`src/dtb_pkg.sv`:
```
`timescale 1ns / 1ps
`default_nettype none

package dtb_pkg;

  // item kinds carried on the input tuser
  typedef enum logic [2:0] {
    KIND_TICK      = 3'd0,
    KIND_WRITE_DEC = 3'd1,
    KIND_WRITE_TB  = 3'd2,
    KIND_READ_DEC  = 3'd3,
    KIND_READ_TB   = 3'd4
  } kind_t;

  localparam logic [31:0] DEC_ARM_CLEAR_MASK = 32'h8000_0000;
  localparam logic [31:0] DEC_RELOAD         = 32'hFFFF_FFFF;
  localparam logic [7:0]  RATIO_RESET        = 8'd12;

  // architectural timer state
  typedef struct packed {
    logic [63:0] time_base;
    logic [7:0]  time_base_phase;
    logic [31:0] decrementer;
    logic [7:0]  decrementer_phase;
    logic        decrementer_armed;
  } timer_state_t;

  localparam timer_state_t TIMER_STATE_RESET = '{
    time_base:         64'd0,
    time_base_phase:   8'd0,
    decrementer:       DEC_RELOAD,
    decrementer_phase: 8'd0,
    decrementer_armed: 1'b0
  };

endpackage

`default_nettype wire

```
`src/decrementer_and_time_base_timer.sv`:
```
`timescale 1ns / 1ps
`default_nettype none

// Decrementer and time base timer. Each input word is one of a core clock
// tick, a decrementer write, a time base write, a decrementer read or a time
// base read, and each yields exactly one output word holding the read value
// (zero for non-reads) and the decrementer exception flag in tuser. Words
// pass through an input register, combinational next-state logic and an
// output register; one word is accepted every cycle while the output side
// keeps taking words. tick_ratio sets core ticks per counter step (zero
// means 256) and should be written only while idle.
module decrementer_and_time_base_timer (
  input  wire logic        clk,
  input  wire logic        rst,
  // configuration
  input  wire logic        tick_ratio_we,
  input  wire logic [7:0]  tick_ratio_wdata,
  // input words
  input  wire logic        s_axis_tvalid,
  output logic             s_axis_tready,
  input  wire logic [63:0] s_axis_tdata,   // [63:0] write_value
  input  wire logic [2:0]  s_axis_tuser,   // [2:0] kind
  // result words
  output logic             m_axis_tvalid,
  input  wire logic        m_axis_tready,
  output logic [63:0]      m_axis_tdata,   // [63:0] read_value
  output logic             m_axis_tuser    // [0] decrementer_exception
);
  import dtb_pkg::*;

  logic [7:0]   tick_ratio;
  timer_state_t state;
  timer_state_t state_next;

  logic         in_valid;
  logic [2:0]   in_kind;
  logic [63:0]  in_value;

  logic         advance;
  logic [63:0]  read_value;
  logic         decrementer_exception;

  // pipeline moves when the output register is free or being drained
  assign advance       = !m_axis_tvalid || m_axis_tready;
  assign s_axis_tready = advance || !in_valid;

  // tick ratio register
  always_ff @(posedge clk) begin
    if (rst) begin
      tick_ratio <= RATIO_RESET;
    end else if (tick_ratio_we) begin
      tick_ratio <= tick_ratio_wdata;
    end
  end

  // input register
  always_ff @(posedge clk) begin
    if (rst) begin
      in_valid <= 1'b0;
    end else if (s_axis_tready) begin
      in_valid <= s_axis_tvalid;
    end
  end

  always_ff @(posedge clk) begin
    if (s_axis_tready && s_axis_tvalid) begin
      in_kind  <= s_axis_tuser;
      in_value <= s_axis_tdata;
    end
  end

  dtb_step u_step (
    .state                 (state),
    .tick_ratio            (tick_ratio),
    .kind                  (in_kind),
    .write_value           (in_value),
    .state_next            (state_next),
    .read_value            (read_value),
    .decrementer_exception (decrementer_exception)
  );

  // timer state commits as the word enters the output register
  always_ff @(posedge clk) begin
    if (rst) begin
      state <= TIMER_STATE_RESET;
    end else if (in_valid && advance) begin
      state <= state_next;
    end
  end

  // output register
  always_ff @(posedge clk) begin
    if (rst) begin
      m_axis_tvalid <= 1'b0;
    end else if (advance) begin
      m_axis_tvalid <= in_valid;
    end
  end

  always_ff @(posedge clk) begin
    if (advance && in_valid) begin
      m_axis_tdata <= read_value;
      m_axis_tuser <= decrementer_exception;
    end
  end

endmodule

`default_nettype wire

```
`src/dtb_step.sv`:
```
`timescale 1ns / 1ps
`default_nettype none

module dtb_step (
  input  dtb_pkg::timer_state_t state,
  input  logic [7:0]            tick_ratio,
  input  logic [2:0]            kind,
  input  logic [63:0]           write_value,
  output dtb_pkg::timer_state_t state_next,
  output logic [63:0]           read_value,
  output logic                  decrementer_exception
);
  import dtb_pkg::*;

  logic [8:0]  limit;
  logic [8:0]  tb_phase_inc;
  logic [8:0]  dec_phase_inc;
  logic        tb_step;
  logic        dec_step;
  logic [31:0] dec_down;

  // prescaler compare, ratio of zero counts as 256
  assign limit         = (tick_ratio == 8'd0) ? 9'd256 : {1'b0, tick_ratio};
  assign tb_phase_inc  = {1'b0, state.time_base_phase} + 9'd1;
  assign dec_phase_inc = {1'b0, state.decrementer_phase} + 9'd1;
  assign tb_step       = (tb_phase_inc >= limit);
  assign dec_step      = (dec_phase_inc >= limit);
  assign dec_down      = state.decrementer - 32'd1;

  // next state and result for one word
  always_comb begin
    state_next            = state;
    read_value            = 64'd0;
    decrementer_exception = 1'b0;
    case (kind)
      KIND_TICK: begin
        if (tb_step) begin
          state_next.time_base_phase = 8'd0;
          state_next.time_base       = state.time_base + 64'd1;
        end else begin
          state_next.time_base_phase = tb_phase_inc[7:0];
        end
        if (dec_step) begin
          state_next.decrementer_phase = 8'd0;
          if (state.decrementer_armed && dec_down == 32'd0) begin
            state_next.decrementer       = DEC_RELOAD;
            state_next.decrementer_armed = 1'b0;
            decrementer_exception        = 1'b1;
          end else begin
            state_next.decrementer = dec_down;
          end
        end else begin
          state_next.decrementer_phase = dec_phase_inc[7:0];
        end
      end
      KIND_WRITE_DEC: begin
        state_next.decrementer_phase = 8'd0;
        if (write_value[31:0] == 32'd0) begin
          // a zero write expires at once
          state_next.decrementer       = DEC_RELOAD;
          state_next.decrementer_armed = 1'b0;
          decrementer_exception        = 1'b1;
        end else begin
          state_next.decrementer       = write_value[31:0];
          state_next.decrementer_armed = ((write_value[31:0] & DEC_ARM_CLEAR_MASK) == 32'd0);
        end
      end
      KIND_WRITE_TB: begin
        state_next.time_base       = write_value;
        state_next.time_base_phase = 8'd0;
      end
      KIND_READ_DEC: begin
        read_value = {32'd0, state.decrementer};
      end
      KIND_READ_TB: begin
        read_value = state.time_base;
      end
      default: begin
        read_value = 64'd0;
      end
    endcase
  end

endmodule

`default_nettype wire

```
`config.mk`:
```
export PLATFORM = sky130hd
export DESIGN_NAME = decrementer_and_time_base_timer
export DESIGN_NICKNAME = d
export VERILOG_FILES = /design/src/dtb_pkg.sv /design/src/decrementer_and_time_base_timer.sv /design/src/dtb_step.sv
export SDC_FILE = /design/constraint.sdc
export NUM_CORES = 1
export LEC_CHECK = 0
export ABC_AREA = 0
export BUFFER_PORTS_ARGS = -buffer_cell sky130_fd_sc_hd__buf_4
export CORE_MARGIN = 5
export CORE_UTILIZATION = 50
export DETAILED_ROUTE_END_ITERATION = 16
export PLACE_DENSITY_LB_ADDON = 0.3
export SYNTH_ARGS = -nofsm -noshare
export SYNTH_HDL_FRONTEND = slang
export SYNTH_SLANG_ARGS = --single-unit
export TNS_END_PERCENT = 100
```
`constraint.sdc`:
```
create_clock -name clk -period 3.3 [get_ports clk]
set_input_delay 0.66 -clock clk [delete_from_list [all_inputs] [get_ports clk]]
set_output_delay 0.66 -clock clk [all_outputs]
set_load 0.1 [all_outputs]
```
==> results of run 1 <==
-- power by group through the flow --
stage / registers, W / clock network, W / logic (W)
2_1_floorplan: 0.00379 / 0 / 0.000260
5_1_grt: 0.00355 / 0.00360 / 0.000772
3_3_place_gp: 0.00361 / 0 / 0.000720
3_5_place_dp: 0.00361 / 0 / 0.000728
4_1_cts: 0.00354 / 0.00347 / 0.000730
6_report: 0.00354 / 0.00341 / 0.000734
-- timing repair --
action / in CTS / in global routing
setup buffers: 0 / 2
hold endpoints to repair: 0 / 0
setup endpoints to repair: 0 / 68
resized for setup: 0 / 10
-- per-stage QoR --
stage	instances	setup WS [ps]
floorplan	1377	220.7
global route	1855	3.009
detailed placement	1799	78.33
finish	1855	173.0
CTS	1853	69.95
global placement	1799	194.2
-- cell families (layout without fill, tap and decap cells) --
logic type      count (synthesis)  after routing  share of synthesized area
mux                            12             12                   0.009186
buf+inv                       140            283                    0.04392
simple gates                  530            530                     0.2092
compound gates                398            398                     0.2116
xor+xnor                       19             19                    0.01273
fa+ha+maj                      23             23                    0.02201
flops                         255            255                     0.4914
-- state kept, by name (all words and copies together), names as in the netlist --
register,count
in_kind,3
in_valid,1
in_value,64
m_axis_tdata,64
m_axis_tuser,1
m_axis_tvalid,1
state,113
tick_ratio,8
-- critical path: stages, from the launching register on --
cell and delay, ps:
dfxtp_1 430, nor3_4 350, nand4_2 200, or3_1 420
or4_1 540, o211ai_1 140, and4_1 310, buf_6 200
buf_4 160, nand3b_1 80, a21boi_1 140
-- path summary, 6_finish.rpt --
| check | slack [ps] | cells after the start | to |
|---|---|---|---|
| worst min-delay path | 290 | 1 | in_kind[1] |
| worst max-delay path | 170 | 10 | m_axis_tuser |
| worst min register to register | 510 | 1 | state[0] |
| worst max register to register | 170 | 10 | m_axis_tuser |
-- per-layer routing --
layer,global-route usage,vias to the layer above,part of all wire
met5,0,-,0
met4,0.09473,0,0.039
met3,0.03792,96,0.091
met2,0.4154,638,0.46
met1,0.3650,5661,0.41
li1,-,5516,-
-- area by class of cell --
class | count | area, µm²
clock inverters | 23 | 279.0
multi-input cells | 982 | 6152
flip-flops and latches | 255 | 6426
fillers | 2125 | 10140
repair buffers | 208 | 1678
inverters | 21 | 82.58
clock buffers | 31 | 733.2
well taps | 335 | 419.2
-- layout by cell type, fill, tap and decap left out, types with 5 or more instances in the layout --
cell type	n
and2_1	41
clkbuf_16	29
xor2_1	13
o41ai_2	7
nand3_1	68
a22oi_1	13
clkinv_1	5
bufinv_16	6
nand4_1	26
o32ai_1	23
mux2i_1	12
or3_1	12
buf_4	198
o311ai_0	5
nand2b_1	7
nor4_1	32
xnor2_1	6
a21oi_1	69
nor3_1	58
inv_1	20
o211ai_1	9
o31ai_1	26
buf_12	9
a22o_1	43
a31oi_1	25
nor2_1	99
o41ai_1	6
nand2_1	110
or2_2	6
ha_1	21
a211oi_1	29
clkinv_2	7
edfxtp_1	132
a21o_1	9
and4_1	9
dfxtp_1	123
o21ai_0	89
o22ai_1	8
and3_1	24
==> metrics.md, run 1 <==
| Metric | Value |
|---|---|
| Worst VDD drop | 0.4531 mV |
| Grt total ovfl | 0 |
| HP Class | input port to register |
| Clock root cell | clkbuf_16 |
| Fin util | 0.6086 |
| Netlist cell types | 72 |
| Most frequent cells after synthesis | edfxtp_1 (132), dfxtp_1 (123), nand2_1 (110), clkbuf_1 (101), nor2_1 (100) |
| Placeable Area | 25,910 µm² |
| Cell Area, Placed | 14,710 µm² |
| TritonCTS buffer count | 29 |
| Main synth FF type | edfxtp_1 |
| Max-cap viol count | 0 |
| Most numerous cell in the Yosys netlist | edfxtp_1 |
| Fin. max-slew vios | 0 |
| Worst Skew | 6.962 ps |
| Fmax | 319.8 MHz |
| IO buf count | 146 |
| Pwr dens | 487.6 nW/µm² |
| Hold path start | s_axis_tuser[1] |
| First-pass GRT wire length | 61,840 µm |
| Internal cell power | 0.005738 W |
| Vias per cell | 6.421 |
| Async SR Flop Fraction | 0 |
| Starting density of the core | 0.5047 |
| Setup violations, final | 0 |
| Area leader, netlist | edfxtp_1 |
| CP Class | register to register |
| Final instance area | 15,770 µm² |
| Synthesized net count | 1,480 |
| DRC | 0 |
| Die span in x | 171.7 µm |
| Clock transition at path regs | 60 ps |
| Status | finished clean |
| Gate power share | 0.095 |
| CTS tree | built |
| Mapped Cells | 1,377 |
| Period utilization | 0.9476 |
| TritonCTS sink count | 255 |
| Net Sw Power | 0.001952 W |
| Clock power share | 0.444 |
| Unrepaired setup endpoints after global routing | false |
| CTS H-tree lvls | 1 |
| Pre-Repair DR Iteration Count | 5 |
| Leakage power figure | 5.616 nW |
| IO Count | 147 |
| Top cells by area, synth | edfxtp_1 (30%), dfxtp_1 (19%), o21ai_0 (3.4%), nand2_1 (3.2%), clkbuf_1 (2.9%) |
| GR Util All Layers | 0.2611 |
| Initial DRC count | 1,322 |
| Layout area overhead | 20.60% |
| Final Hold Viols | 0 |
| Hold Slack | 286.1 ps |
| Antenna Nets Post-Route | 0 |
| CTS Buffer Depth | 3 |
| Synth Register Bits | 255 |
| Yosys warns | 0 |
| R2R Path Start | state[12] |
| Antenna fix cells | 0 |
| Worst-skew pair later-pin latency | 550 ps |
| WL per Instance | 21.50 µm |
| Initial antenna violation count | 0 |
| Final worst path period need | 3127 ps |
| Row cnt | 59 |
| Share of the synthesized area in the top cell type | 0.3031 |
| Fraction of layout cells with a size suffix above 1 | 0.1934 |
| Die height | 171.7 µm |
| Mean post-synth cell area | 9.496 µm² |
| Critical path arrival | 3530 ps |
| Worst-Margin Slew | 914.5 ps |
| Seq/Total Area, Yosys | 0.4914 |
| Startpoint Class | register |
| Fin nets | 1,600 |
| Total Power | 0.007689 W |
| Sw Share | 0.2538 |
| Vias | 11,910 |
| Post-Route WL | 39,880 µm |
| Post-synthesis cell area | 13,080 µm² |
| Vias in the first global route | 11,040 |
| Max-slew headroom at the worst pin | 0.3889 |
| Die ar. | 29,490 µm² |
| Final HPWL DP | 27,190 µm |
| Critical Path Sink Type | register |
| Setup TNS | 0 ps |
| CTS hold repair buffers | 0 |
| Crit-path max FO | 14 |
| Seq pwr share | 0.461 |
| Data required time of the critical path | 3710 ps |
| Final GP Congestion | 0.9293 |
| Largest net degree at the start of global routing | 114 |
| Crit path from | state[12] |
| Post-synth EDFFs | 132 |
Power figures use the tool's default switching activity.
==> run 2, diff against run 1 <==
--- a/config.mk
+++ b/config.mk
@@ -13,5 +13,6 @@
 export PLACE_DENSITY_LB_ADDON = 0.3
 export SYNTH_ARGS = -nofsm -noshare
 export SYNTH_HDL_FRONTEND = slang
+export SYNTH_HIERARCHICAL = 1
 export SYNTH_SLANG_ARGS = --single-unit
 export TNS_END_PERCENT = 100
==> run 2 against run 1 <==
  * Utilization grew 0.27 points
  * Hold slack lost 9.9 ps
  * Largest power group unchanged
  * Total power grew 3.4%
==> metrics.md, run 2 <==
| Metric | Value |
|---|---|
| Status | finished clean |
| Die ar. | 34,220 µm² |
| DRC | 0 |
| Final GP Congestion | 0.8958 |
| Largest register FFs | 113 |
| Area leader, netlist | edfxtp_1 |
| Post-Route WL | 48,040 µm |
| Largest net degree at the start of global routing | 85 |
| CTS H-tree lvls | 1 |
| Final HPWL DP | 33,210 µm |
| Placeable Area | 30,430 µm² |
| CP most frequent cell | nor2_1 |
| Total Power | 0.007948 W |
| Vias | 13,980 |
| R2R Path Start | state[2] |
| Worst-skew pair later-pin latency | 560 ps |
| Setup TNS | 0 ps |
| Main synth FF type | edfxtp_1 |
| Worst-Margin Slew | 765.4 ps |
| Initial antenna violation count | 0 |
| Setup violations, final | 0 |
| TritonCTS buffer count | 28 |
| Antenna Nets Post-Route | 0 |
| HP Class | input port to register |
| Setup WS pre-CTS | -335.0 ps |
| WL per Instance | 21.30 µm |
| Crit path from | state[2] |
| TritonCTS sink count | 255 |
| Most numerous cell in the Yosys netlist | nor2_1 |
| Antenna fix cells | 0 |
| Fraction of layout cells with a size suffix above 1 | 0.2114 |
| Netlist cell types | 82 |
| Worst reg2reg path depth | 15 |
| Crit path to | state[33] |
| Met2 wire len | 21,990 µm |
| Cell chain of the critical path | ha_2 > nand3_2 > xnor2_2 > ha_1 > a21o_1 > a211oi_1 > o21ai_1 > a221o_1 > and2_0 > buf_4 > nand3_1 > o31ai_1 > nor2_1 > nor2_1 > mux2i_1 |
| IO Count | 147 |
| Die height | 185.0 µm |
| First-pass GRT wire length | 74,310 µm |
| Max layer used | met4 |
| Vias in the first global route | 13,680 |
| Final worst path period need | 3210 ps |
| Critical Path Sink Type | register |
| Critical path arrival | 3690 ps |
| Fin. max-slew vios | 0 |
| Pre-Repair DR Iteration Count | 6 |
| Reg2reg end | state[33] |
| GR Util All Layers | 0.2702 |
| Post-synthesis cell area | 15,310 µm² |
| Max incr delay on CP | 400 ps |
| Vias per cell | 6.201 |
| Largest registers | state: 113 flops, in_value: 64 flops, m_axis_tdata: 64 flops |
| Grt total ovfl | 0 |
| DR WL met3 | 3989 µm |
| Max-cap viol count | 0 |
| Clock transition at path regs | 60 ps |
| Largest Register | state |
| Mapped Cells | 1,666 |
| Die span in x | 185.0 µm |
| Share of the synthesized area in the top cell type | 0.2589 |
| Non-filler cells, final | 2,255 |
| Seq/Total Area, Yosys | 0.4198 |
| Post-synth EDFFs | 132 |
| CTS Buffer Depth | 3 |
| Layout area overhead | 21.52% |
| Worst setup margin | 90.13 ps |
| Final Hold Viols | 0 |
| Synthesized net count | 1,769 |
| Crit path max-delay cell type | a221o_1 |
| Pwr dens | 427.2 nW/µm² |
| Unrepaired setup endpoints after global routing | true |
| Yosys warns | 6 |
| CTS tree | built |
| Fmax | 311.5 MHz |
| Row cnt | 64 |
| Post-Place Cells | 2,196 |
| CP Class | register to register |
| Top cells by area, synth | edfxtp_1 (26%), dfxtp_1 (16%), mux2i_1 (8.4%), nand2b_1 (6.7%), nor2_1 (4.2%) |
| Wl on met1 | 20,290 µm |
| Data required time of the critical path | 3780 ps |
| Reg2reg setup slack | 90 ps |
| Crit-path max FO | 6 |
| Starting density of the core | 0.5031 |
| Commonest non-fill, non-tap cells in the layout | buf_4 (264), nand2b_1 (165), nor2_1 (163) |
| Leading cell type in the layout, fill and taps excluded | buf_4 |
| Period utilization | 0.9727 |
| Leakage power figure | 6.941 nW |
| Startpoint Class | register |
| Async SR Flop Fraction | 0 |
| Clock root cell | clkbuf_16 |
| Fin nets | 1,940 |
| IO buf count | 146 |
| Worst Skew | 12.36 ps |
| Mean post-synth cell area | 9.189 µm² |
| Max-slew headroom at the worst pin | 0.4897 |
| Worst VDD drop | 0.4293 mV |
| Most frequent cells after synthesis | nor2_1 (171), nand2b_1 (165), edfxtp_1 (132), mux2i_1 (129), dfxtp_1 (123) |
| Synth Register Bits | 255 |
| Initial DRC count | 1,465 |
## run 2: cell types whose count changed in the layout (fill, tap and decap cells not counted), sizes merged, moves of 19 or more
cell and change:
buf +66, a211oi -20, o32ai -21, nand2 -25, o21ai -51, o22ai +19, nand2b +159, nor2 +73
mux2i +117
## run 2: cell families (layout without fill, tap and decap cells)
logic type                 Yosys count  count (layout)  synth area share
xor gates and xnor gates            24              24           0.01373
buffers and inverters              163             356           0.04863
and+or+nand+nor                    755             755            0.2669
DFF                                255             255            0.4198
muxes                              131             131           0.08582
AOI/OAI and AO/OA                  315             315            0.1464
adders and majority gates           23              23           0.01880
## run 2: routing by layer
| layer | vias up | GRT usage |
|---|---|---|
| met2 | 684 | 0.4418 |
| met4 | 0 | 0.09601 |
| met3 | 138 | 0.04222 |
| li1 | 6480 | - |
| met5 | - | 0 |
| met1 | 6681 | 0.3660 |
## run 2: area by class of cell
class	instances	area (µm²)
Fill cell	2583	11830
Timing Repair Buffer	274	2147
Sequential cell	255	6431
Clock buffer	32	747.0
Clock inverter	20	250.2
Tap cell	396	495.5
Multi-Input combinational cell	1248	8419
Inverter	30	112.6
## run 2: report_power, final
| part | internal, W | switching (W) |
|---|---|---|
| Sequential | 0.00346 | 0.000116 |
| Clock | 0.00208 | 0.00132 |
| Combinational | 0.000337 | 0.000637 |
## run 2: repair_timing
item,4_1_cts,5_1_grt
endpoints found under the setup margin,61,85
pin swaps,8,10
buffers inserted,1,6
hold buffers,0,0
gates resized for setup,24,30
cloned,0,0
## run 2: critical path, delay by kind of cell, from the launching register on
kind            cells  cell delay [ps]
buf+inv             1              240
flops               1              340
compound gates      5              980
fa+ha+maj           2              510
xor+xnor            1              170
mux                 1              130
simple gates        5              780
## run 2: worst min-delay path by stage
stage	start	end	slack, ps	cells after the start
2_1_floorplan	state[60]	state[60]	450	2
3_3_place_gp	state[95]	state[95]	500	2
3_5_place_dp	state[48]	state[48]	510	2
4_1_cts	s_axis_tdata[30]	in_value[30]	260	1
5_1_grt	s_axis_tdata[39]	in_value[39]	260	1
6_report	s_axis_tdata[30]	in_value[30]	280	1
## run 2: metrics by stage
step	hold slack, ps	area, µm²	util
floorplan	445.4	15310	-
global placement	497.8	17280	0.5679
detailed placement	510.5	17280	0.5679
CTS	257.8	18390	0.6045
global route	260.7	18600	0.6113
finish	276.2	18600	0.6113
